===== src/rtl/session_token_table_assert.svh =====
// assertion macros for the session token table
`ifndef SESSION_TOKEN_TABLE_ASSERT_SVH
`define SESSION_TOKEN_TABLE_ASSERT_SVH

`ifndef SYNTHESIS

// checked on every clock edge outside reset
`define STT_ASSERT(lbl, prop, msg) \
    lbl: assert property (@(posedge i_clk) disable iff (!i_rst_n) prop) else $error(msg);

// checked on every clock edge, reset included
`define STT_ASSERT_ALWAYS(lbl, prop, msg) \
    lbl: assert property (@(posedge i_clk) prop) else $error(msg);

`else

`define STT_ASSERT(lbl, prop, msg)
`define STT_ASSERT_ALWAYS(lbl, prop, msg)

`endif

`endif


===== src/rtl/stt_pkg.sv =====
// shared types and constants for the session token table
package stt_pkg;

    localparam int unsigned TOKEN_W   = 64;
    localparam int unsigned TIME_W    = 32;
    localparam int unsigned ACTIVE_W  = 4;
    localparam int unsigned CFG_IDX_W = 2;
    localparam int unsigned CFG_DAT_W = 32;
    localparam int unsigned SLOT_W    = 3;

    localparam logic [TIME_W-1:0]   DEFAULT_TIMEOUT = 32'd1800;
    localparam logic [ACTIVE_W-1:0] DEFAULT_ACTIVE  = 4'd1;

    // register indexes on the configuration port
    localparam logic [CFG_IDX_W-1:0] CFG_ACTIVE_SLOTS = 2'd0;
    localparam logic [CFG_IDX_W-1:0] CFG_IDLE_TIMEOUT = 2'd1;

    localparam logic MODE_VALIDATE = 1'b0;
    localparam logic MODE_CREATE   = 1'b1;

    typedef enum logic [1:0] {
        ST_OK     = 2'd0,
        ST_FULL   = 2'd1,
        ST_UNAUTH = 2'd2
    } t_status;

    typedef enum logic [1:0] {
        S_IDLE   = 2'd0,
        S_EVAL   = 2'd1,
        S_COMMIT = 2'd2
    } t_state;

    // controller to datapath
    typedef struct packed {
        logic load;
        logic eval;
        logic commit;
    } t_cmd;

    // datapath to controller
    typedef struct packed {
        logic out_free;
    } t_sts;

endpackage


===== src/rtl/session_token_table.sv =====
// session token table: login sessions with idle timeout, top level
//
// input channel (i_in_*): one transaction per request. mode 1 creates a session
// with the given token and time in the lowest active slot that is empty or idle
// past the timeout; mode 0 validates a token and refreshes the slot time on a hit.
// output channel (o_out_*): one transaction per request with status
// (ok, table full, unauthorized) and the slot index, zero unless ok.
// configuration: i_cfg_we writes active_slots (index 0) or idle_timeout
// (index 1); write only while no request is in flight.
// timing: a request is captured, all slots are compared in parallel in the
// next cycle, and the commit state then picks the lowest hit, writes the slot
// back and loads the result register. a new request is taken while idle or in
// the commit of the previous one, never during its compare, as compare and
// write-back run in sequence over the shared slot table.
// stall: while a result waits in the output register the next request is
// still taken and compared; its write-back holds until the result is taken.
// reset: all slots are empty, active_slots is 1 and idle_timeout is 1800.
`include "session_token_table_assert.svh"

module session_token_table #(
    parameter int unsigned TABLE_SLOTS = 8
) (
    input  logic                          i_clk,
    input  logic                          i_rst_n,
    // request channel
    input  logic                          i_in_valid,
    output logic                          o_in_ready,
    input  logic                          i_in_mode,
    input  logic [stt_pkg::TOKEN_W-1:0]   i_in_token,
    input  logic [stt_pkg::TIME_W-1:0]    i_in_now,
    // response channel
    output logic                          o_out_valid,
    input  logic                          i_out_ready,
    output logic [1:0]                    o_out_status,
    output logic [stt_pkg::SLOT_W-1:0]    o_out_slot,
    // configuration write port
    input  logic                          i_cfg_we,
    input  logic [stt_pkg::CFG_IDX_W-1:0] i_cfg_index,
    input  logic [stt_pkg::CFG_DAT_W-1:0] i_cfg_data
);
    import stt_pkg::*;

    // command and status between controller and datapath
    t_cmd w_cmd;
    t_sts w_sts;

    // sequencing: idle, compare, write-back
    stt_ctrl u_ctrl (
        .i_clk      (i_clk),
        .i_rst_n    (i_rst_n),
        .i_in_valid (i_in_valid),
        .o_in_ready (o_in_ready),
        .i_sts      (w_sts),
        .o_cmd      (w_cmd)
    );

    // slot storage, parallel compare, result register
    stt_dp #(
        .TABLE_SLOTS (TABLE_SLOTS)
    ) u_dp (
        .i_clk        (i_clk),
        .i_rst_n      (i_rst_n),
        .i_cmd        (w_cmd),
        .o_sts        (w_sts),
        .i_in_mode    (i_in_mode),
        .i_in_token   (i_in_token),
        .i_in_now     (i_in_now),
        .i_cfg_we     (i_cfg_we),
        .i_cfg_index  (i_cfg_index),
        .i_cfg_data   (i_cfg_data),
        .o_out_valid  (o_out_valid),
        .i_out_ready  (i_out_ready),
        .o_out_status (o_out_status),
        .o_out_slot   (o_out_slot)
    );

    // a captured request is always compared in the following cycle
    `STT_ASSERT(a_load_then_eval, w_cmd.load |=> w_cmd.eval, "accepted request was not compared")

    // no write-back over a result that is still waiting
    `STT_ASSERT(a_commit_out_free, w_cmd.commit |-> (!o_out_valid || i_out_ready), "result overwritten")

    // a new result only ever comes from a write-back
    `STT_ASSERT(a_out_from_commit, $rose(o_out_valid) |-> $past(w_cmd.commit), "result without write-back")

    // the table is busy while comparing
    `STT_ASSERT_ALWAYS(a_eval_not_ready, w_cmd.eval |-> !o_in_ready, "request taken during compare")

endmodule


===== src/rtl/stt_ctrl.sv =====
// controller state machine for the session token table
module stt_ctrl (
    input  logic          i_clk,
    input  logic          i_rst_n,
    input  logic          i_in_valid,
    output logic          o_in_ready,
    input  stt_pkg::t_sts i_sts,
    output stt_pkg::t_cmd o_cmd
);
    import stt_pkg::*;

    t_state r_state;
    t_state n_state;

    always_ff @(posedge i_clk) begin
        if (!i_rst_n) begin
            r_state <= S_IDLE;
        end else begin
            r_state <= n_state;
        end
    end

    // next state
    always_comb begin
        n_state = r_state;
        unique case (r_state)
            S_IDLE: begin
                if (i_in_valid) begin
                    n_state = S_EVAL;
                end
            end
            S_EVAL: begin
                n_state = S_COMMIT;
            end
            S_COMMIT: begin
                if (i_sts.out_free) begin
                    n_state = i_in_valid ? S_EVAL : S_IDLE;
                end
            end
            default: begin
                n_state = S_IDLE;
            end
        endcase
    end

    // outputs
    always_comb begin
        o_in_ready   = 1'b0;
        o_cmd.eval   = 1'b0;
        o_cmd.commit = 1'b0;
        unique case (r_state)
            S_IDLE: begin
                o_in_ready = 1'b1;
            end
            S_EVAL: begin
                o_cmd.eval = 1'b1;
            end
            S_COMMIT: begin
                o_in_ready   = i_sts.out_free;
                o_cmd.commit = i_sts.out_free;
            end
            default: begin
                o_in_ready = 1'b0;
            end
        endcase
        o_cmd.load = i_in_valid & o_in_ready;
    end

endmodule


===== src/rtl/stt_dp.sv =====
// slot table, match logic and result register for the session token table
module stt_dp #(
    parameter int unsigned TABLE_SLOTS = 8
) (
    input  logic                             i_clk,
    input  logic                             i_rst_n,
    input  stt_pkg::t_cmd                    i_cmd,
    output stt_pkg::t_sts                    o_sts,
    input  logic                             i_in_mode,
    input  logic [stt_pkg::TOKEN_W-1:0]      i_in_token,
    input  logic [stt_pkg::TIME_W-1:0]       i_in_now,
    input  logic                             i_cfg_we,
    input  logic [stt_pkg::CFG_IDX_W-1:0]    i_cfg_index,
    input  logic [stt_pkg::CFG_DAT_W-1:0]    i_cfg_data,
    output logic                             o_out_valid,
    input  logic                             i_out_ready,
    output logic [1:0]                       o_out_status,
    output logic [stt_pkg::SLOT_W-1:0]       o_out_slot
);
    import stt_pkg::*;

    localparam int unsigned SW = (TABLE_SLOTS > 1) ? $clog2(TABLE_SLOTS) : 1;

    // configuration
    logic [ACTIVE_W-1:0] r_active_slots;
    logic [TIME_W-1:0]   r_idle_timeout;

    // captured transaction
    logic               r_mode;
    logic [TOKEN_W-1:0] r_token;
    logic [TIME_W-1:0]  r_now;

    // table
    logic [TABLE_SLOTS-1:0] r_valid;
    logic [TOKEN_W-1:0]     r_slot_token [TABLE_SLOTS];
    logic [TIME_W-1:0]      r_last_seen  [TABLE_SLOTS];

    logic [TABLE_SLOTS-1:0] r_flags;
    logic [TABLE_SLOTS-1:0] n_flags;

    logic [TIME_W-1:0]      w_timeout;
    logic                   w_found;
    logic [SW-1:0]          w_hit;
    logic [SW+2:0]          w_hit_ext;

    logic                   r_out_valid;
    t_status                r_out_status;
    logic [SLOT_W-1:0]      r_out_slot;

    always_ff @(posedge i_clk) begin
        if (!i_rst_n) begin
            r_active_slots <= DEFAULT_ACTIVE;
            r_idle_timeout <= DEFAULT_TIMEOUT;
        end else if (i_cfg_we) begin
            if (i_cfg_index == CFG_ACTIVE_SLOTS) begin
                r_active_slots <= i_cfg_data[ACTIVE_W-1:0];
            end else if (i_cfg_index == CFG_IDLE_TIMEOUT) begin
                r_idle_timeout <= i_cfg_data[TIME_W-1:0];
            end
        end
    end

    assign w_timeout = (r_idle_timeout == '0) ? DEFAULT_TIMEOUT : r_idle_timeout;

    always_ff @(posedge i_clk) begin
        if (i_cmd.load) begin
            r_mode  <= i_in_mode;
            r_token <= i_in_token;
            r_now   <= i_in_now;
        end
    end

    // per-slot candidate flags; slot 0 always counts as active
    always_comb begin
        logic [TIME_W-1:0] elapsed;
        logic              expired;
        logic              in_range;
        for (int i = 0; i < TABLE_SLOTS; i++) begin
            elapsed  = r_now - r_last_seen[i];
            expired  = elapsed > w_timeout;
            in_range = (i == 0) || (i < int'(r_active_slots));
            if (r_mode == MODE_CREATE) begin
                n_flags[i] = in_range & (!r_valid[i] | expired);
            end else begin
                n_flags[i] = in_range & r_valid[i] & !expired
                           & (r_slot_token[i] == r_token);
            end
        end
    end

    always_ff @(posedge i_clk) begin
        if (i_cmd.eval) begin
            r_flags <= n_flags;
        end
    end

    // lowest flagged slot wins
    always_comb begin
        w_hit = '0;
        for (int i = TABLE_SLOTS - 1; i >= 0; i--) begin
            if (r_flags[i]) begin
                w_hit = SW'(i);
            end
        end
    end

    assign w_found   = |r_flags;
    assign w_hit_ext = {3'b000, w_hit};

    always_ff @(posedge i_clk) begin
        if (!i_rst_n) begin
            r_valid <= '0;
        end else if (i_cmd.commit && w_found && r_mode == MODE_CREATE) begin
            r_valid[w_hit] <= 1'b1;
        end
    end

    always_ff @(posedge i_clk) begin
        if (i_cmd.commit && w_found) begin
            r_last_seen[w_hit] <= r_now;
            if (r_mode == MODE_CREATE) begin
                r_slot_token[w_hit] <= r_token;
            end
        end
    end

    // result register
    always_ff @(posedge i_clk) begin
        if (!i_rst_n) begin
            r_out_valid <= 1'b0;
        end else if (i_cmd.commit) begin
            r_out_valid <= 1'b1;
        end else if (i_out_ready) begin
            r_out_valid <= 1'b0;
        end
    end

    always_ff @(posedge i_clk) begin
        if (i_cmd.commit) begin
            if (w_found) begin
                r_out_status <= ST_OK;
                r_out_slot   <= w_hit_ext[SLOT_W-1:0];
            end else begin
                r_out_status <= (r_mode == MODE_CREATE) ? ST_FULL : ST_UNAUTH;
                r_out_slot   <= '0;
            end
        end
    end

    assign o_sts.out_free = !r_out_valid || i_out_ready;
    assign o_out_valid    = r_out_valid;
    assign o_out_status   = r_out_status;
    assign o_out_slot     = r_out_slot;

endmodule


===== config.mk =====
export PLATFORM = sky130hd
export DESIGN_NAME = session_token_table
export DESIGN_NICKNAME = d
export VERILOG_FILES = /design/src/rtl/stt_pkg.sv /design/src/rtl/session_token_table.sv /design/src/rtl/stt_ctrl.sv /design/src/rtl/stt_dp.sv
export VERILOG_INCLUDE_DIRS = /design/src /design/src/rtl
export SDC_FILE = /design/constraint.sdc
export NUM_CORES = 2
export LEC_CHECK = 0
export BUFFER_PORTS_ARGS = -buffer_cell sky130_fd_sc_hd__buf_2
export CAP_MARGIN = 5
export CORE_MARGIN = 2
export CORE_UTILIZATION = 25
export DETAILED_ROUTE_END_ITERATION = 8
export PLACE_DENSITY = 0.49
export SYNTH_ARGS = -nofsm -noshare
export SYNTH_HDL_FRONTEND = slang
export SYNTH_SLANG_ARGS = --single-unit

===== constraint.sdc =====
create_clock -name i_clk -period 19.55 [get_ports i_clk]
set_clock_uncertainty 0.05 [all_clocks]
set_input_delay 3.91 -clock i_clk [delete_from_list [all_inputs] [get_ports i_clk]]
set_output_delay 3.91 -clock i_clk [all_outputs]
set_load 0.005 [all_outputs]

==> After elaboration in Yosys (flattened, before gate mapping) <==
Memory sizes are Yosys's and may differ from the RTL's.
Cells that the tools add are included.
{ "totals": {"ff_bits": 157, "ramBits": 768, "elab_cells": 155, "mem_count": 2} }
{ "mem_list": {"columns": ["name", "depth", "word_bits", "read_ports", "rd_ports_with_merged_regs", "write_ports", "line", "text"], "rows": [
  ["u_dp.r_slot_token", 8, 64, 8, 0, 1, "stt_dp.sv:35", "logic [TOKEN_W-1:0] r_slot_token [TABLE_SLOTS];"],
  ["u_dp.r_last_seen", 8, 32, 8, 0, 1, "stt_dp.sv:36", "logic [TIME_W-1:0] r_last_seen [TABLE_SLOTS];"]
]} }
{ "op_classes": {"addsub": 8, "n_lt_le_gt_ge": 17, "eq_ne": 13, "n_mux": 34, "bitwise": 41, "n_reduce_logical": 29} }
{ "op_table": {"columns": ["operator", "n"], "rows": [
  ["$eq 64x64->1", 8],
  ["$gt 32x32->1", 8],
  ["$sub 32x32->32", 8],
  ["$logic_not 32->1", 1],
  ["$mux 32", 1],
  ["$and 1x1->1", 31],
  ["$mux 3", 8],
  ["$mux 1", 19],
  ["$logic_not 1->1", 17],
  ["$lt 3x4->1 const A", 4],
  ["$lt 2x4->1 const A", 2],
  ["$or 1x1->1", 8],
  ["$or 8x8->8", 1],
  ["$reduce_or 8->1", 1],
  ["$mux 2", 3],
  ["$pmux 2 s3", 1],
  ["$eq 2x1->1 const B", 2],
  ["$logic_not 2->1", 2],
  ["$lt 1x4->1 const A", 1],
  ["$lt 3x4->1 const B", 1],
  ["$reduce_and 2->1", 2],
  ["$demux 1 s3", 1],
  ["$ge 3x1->1 const B", 1],
  ["$logic_and 1x1->1", 3],
  ["other kinds (8)", 8]
]} }

==> Depth between registers and ports, before layout <==
{ "depth": {"word_depth": 13, "depth_mapped": 23, "depth_no_buf": 23} }

==> Hierarchy <==
A second synthesis with hierarchy kept.
{ "hier_totals": {"cells_unflattened": 4473, "hier_area_um2": 52659.3} }
{ "modules_own_cells": {"columns": ["module", "n_inst", "cells_each", "area_per_inst_um2"], "rows": [
  ["stt_dp", 1, 4461, 52547.9],
  ["stt_ctrl", 1, 12, 111.4]
]} }

==> Least setup slack after synthesis <==
OpenSTA, ideal clock, no wires.
{ "synth_path": {"kind": "input port to flip-flop", "from": "input i_out_ready", "to": "memory u_dp.r_slot_token[5][0], enable pin", "t_arrival_ns": 10.776, "t_required_ns": 18.853, "slack_ns": 8.077, "cell_stages": 4, "path_buffers": 0, "path_cell_list": "nor2b_1 nor2_1 nand2_1 nor4_1"} }
{ "synth_rtl": {"columns": ["element", "line", "text"], "rows": [
  ["from (decl)", "session_token_table.sv:33", "input logic i_out_ready,"],
  ["to (decl)", "stt_dp.sv:35", null]
]} }

==> Worst setup path in the final report <==
{ "layout_path": {"from": "input i_out_ready", "to": "output o_in_ready"} }
{ "layout_via": {"elab_chain_len": 2} }
{ "layout_rtl": {"columns": ["element", "line", "text"], "rows": [
  ["$logic_or 1x1->1", "stt_dp.sv:150", "assign o_sts.out_free = !r_out_valid || i_out_ready;"],
  ["$pmux 1 s2", "stt_ctrl.sv:51", "unique case (r_state)"],
  ["to (decl)", "session_token_table.sv:27", "output logic o_in_ready,"]
]} }
Every way passes these cells.

==> flow_summary.yaml <==
global_route:
  grt_pass1_vias: 35700
  overflow: 0
  grt_pass1_wl_um: 225000
  grt_max_degree: 66
  grt_usage: 0.139
  antenna_found_initial: 6
clock_tree:
  clk_pin_slew_ps: 60
  insertion_delay_ps: 780
  cts_made_buffers: 102
  holdBufCountCts: 0
  postCtsSetupBuffers: 0
  root_buffer: "clkbuf_16"
  cts_resized: 0
  cts_buffer_depth: 3
  h-tree-depth: 3
  cts_tree: "done"
  numClockSinks: 925
sta:
  finalHoldViolCount: 0
  hold_slack_ps: 419
  rsz0062_at_grt: "false"
  tightest_slew_ps: 1180
  finalSetupViolCount: 0
  min_period_over_period: 0.451
  fin_crit_ps: 8810
  drv_slew: 0
  setup_tns_ps: 0
  max_freq_mhz: 114
  relSlewSlack: 0.214
worst_setup_path:
  critPathCaptureType: "output port"
  required_ps: 15590
  worstPathMaxFanout: 5
  ff2ff_setup_slack_ps: 13160
  crit_arrival_ps: 4850
  startpoint_type: "input pin"
  reg2regPathDepth: 20
  worstReg2RegStart: "u_dp.r_now[0]"
  rr_endpoint: "u_dp.r_flags[4]"
  path_class: "input pin to output port"
finish:
  final_cell_area_um2: 60900
  area_delta_synth_final_pct: 15.7
  finalNetCount: 5400
  stdcell_count: 7638
  layout-drive-gt1-share: 0.0940
  final_util: 0.291
synth:
  synth_area_leaders: "edfxtp_1 50%, ha_1 12%, xnor2_1 6.0%"
  synth_most_common_cell: "edfxtp_1"
  yosys_warnings: 0
  ys_seq_area_frac: 0.519
  synth_area_leader_cell: "edfxtp_1"
  synth_ff_type: "edfxtp_1"
  synth_edf_count: 878
  syn_nets: 5129
  async_flop_share: 0
  synth_top_area_share: 0.501
  synth-seq-cells: 925
  syn-instance-count: 4481
  synth_common_cells: "878 x edfxtp_1, 504 x ha_1, 409 x inv_1"
  ys_types: 75
  post_synth.cell_area_avg_um2: 11.7
  syn_area_um2: 52600
floorplanning:
  chipHeight_um: 463
  coreArea_um2: 209000
  die-width_um: 463
  start_util: 0.251
  rows: 168
  ioPinCount: 143
  dieArea_um2: 214000
hold_path:
  hold_start: "u_dp.r_valid[6]"
  whs_endpoint: "u_dp.r_valid[6]"
  hold_depth: 1
  holdCritPathClass: "flip-flop to flip-flop"
placed_design:
  hpwl_um: 110000
  routabilityCongestion: 0.857
  portBuffers: 142
  placed_cells: 7453
  place_area_um2: 57500
outcome:
  outcome: "complete, no violations"
drt:
  drc_errors: 0
  num_vias: 35500
  ant_nets: 0
  dr.first_iter.drc_count: 2134
  routed_wl_um: 153000
  vias_per_cell: 4.65
  post_drt_wl_per_cell_um: 20.0
  first_pass_iters: 8
power:
  ir_worst_vdd_mv: 0.0748
  p_leak_nw: 23.3
  power.density_nw_per_um2: 79.8
flow_run:
  max-cap-violations: 0
metal layers:
| metal | up-vias | global-route usage | wire (µm) |
|---|---|---|---|
| met3 | 215 | 0.0171 | 5440 |
| met5 | - | 0 | 0 |
| met2 | 719 | 0.250 | 76100 |
| met1 | 17400 | 0.172 | 66300 |
| li1 | 17200 | - | - |
| met4 | 0 | 0.0436 | 4870 |
metrics by stage:
step,power (W),setup slack [ps]
after global placement,0.00289,10720
after floorplan,0.00269,8080
final,0.00486,10740
after global routing,0.00506,10610
after detailed placement,0.00290,10750
after CTS,0.00492,10740
cell families after synthesis:
group / after synthesis / share of synthesized area
muxes: 13 / 0.00250
adders and majority gates: 512 / 0.123
AOI/OAI and AO/OA: 1040 / 0.132
and+or+nand+nor: 871 / 0.0848
xor gates and xnor gates: 618 / 0.103
buffers and inverters: 502 / 0.0358
DFF: 925 / 0.519
cell type report:
class | count | area [µm²]
antenna | 1 | 2.50
clock buffer | 122 | 2710
clock inverter | 62 | 698
fill | 21500 | 148000
inverter | 410 | 1540
multi-input combinational | 3054 | 23500
sequential | 925 | 27300
tap | 2805 | 3510
timing repair buffer | 259 | 1590
critical path, stage by stage:
cell,delay [ps]
buf_2,110
nor2b_1,440
a21oi_1,220
buf_2,170
sequential cells by signal, indices dropped and copies added (netlist names), 3 cells and up:
| name | count |
|---|---|
| u_dp.r_slot_token | 512 |
| u_dp.r_last_seen | 256 |
| u_dp.r_token | 64 |
| u_dp.r_idle_timeout | 32 |
| u_dp.r_now | 32 |
| u_dp.r_flags | 8 |
| u_dp.r_valid | 8 |
| u_dp.r_active_slots | 4 |
| u_dp.o_out_slot | 3 |
worst max path at each step:
stage	from	endpoint	depth (start not counted)
3_3_place_gp	i_out_ready	o_in_ready	4
2_1_floorplan	i_out_ready	u_dp.r_slot_token[5][0]	4
3_5_place_dp	i_out_ready	o_in_ready	4
4_1_cts	i_out_ready	o_in_ready	4
5_1_grt	i_out_ready	o_in_ready	4
6_report	i_out_ready	o_in_ready	4
cell usage in the layout, fill, tap and decap left out, types with 33 or more instances in the layout:
| cell type | netlist | routed |
|---|---|---|
| edfxtp_1 | 878 | 878 |
| ha_1 | 504 | 504 |
| inv_1 | 409 | 409 |
| xnor2_1 | 363 | 363 |
| a21oi_1 | 271 | 271 |
| xor2_1 | 255 | 255 |
| a21o_1 | 226 | 226 |
| nand2_1 | 182 | 182 |
| nor2_1 | 184 | 176 |
| nand4_1 | 154 | 154 |
| o21ai_0 | 153 | 153 |
| buf_2 | 0 | 142 |
| buf_4 | 0 | 117 |
| clkbuf_16 | 0 | 104 |
| nor4_1 | 93 | 92 |
| o21a_1 | 59 | 59 |
| nand3_1 | 55 | 55 |
| nor2b_1 | 49 | 49 |
| dfxtp_1 | 47 | 47 |
| nand2b_1 | 37 | 37 |
| o22ai_1 | 37 | 37 |
| o21bai_1 | 36 | 36 |
| a21boi_0 | 34 | 34 |
| nor3_1 | 38 | 33 |
where the power goes:
part,switching (W),total (W),internal (W)
combinational,0.000389,0.000647,0.000258
clock,0.000872,0.00200,0.00113
sequential,0.0000161,0.00221,0.00219
No activity file was read; power rests on OpenSTA's default activity.
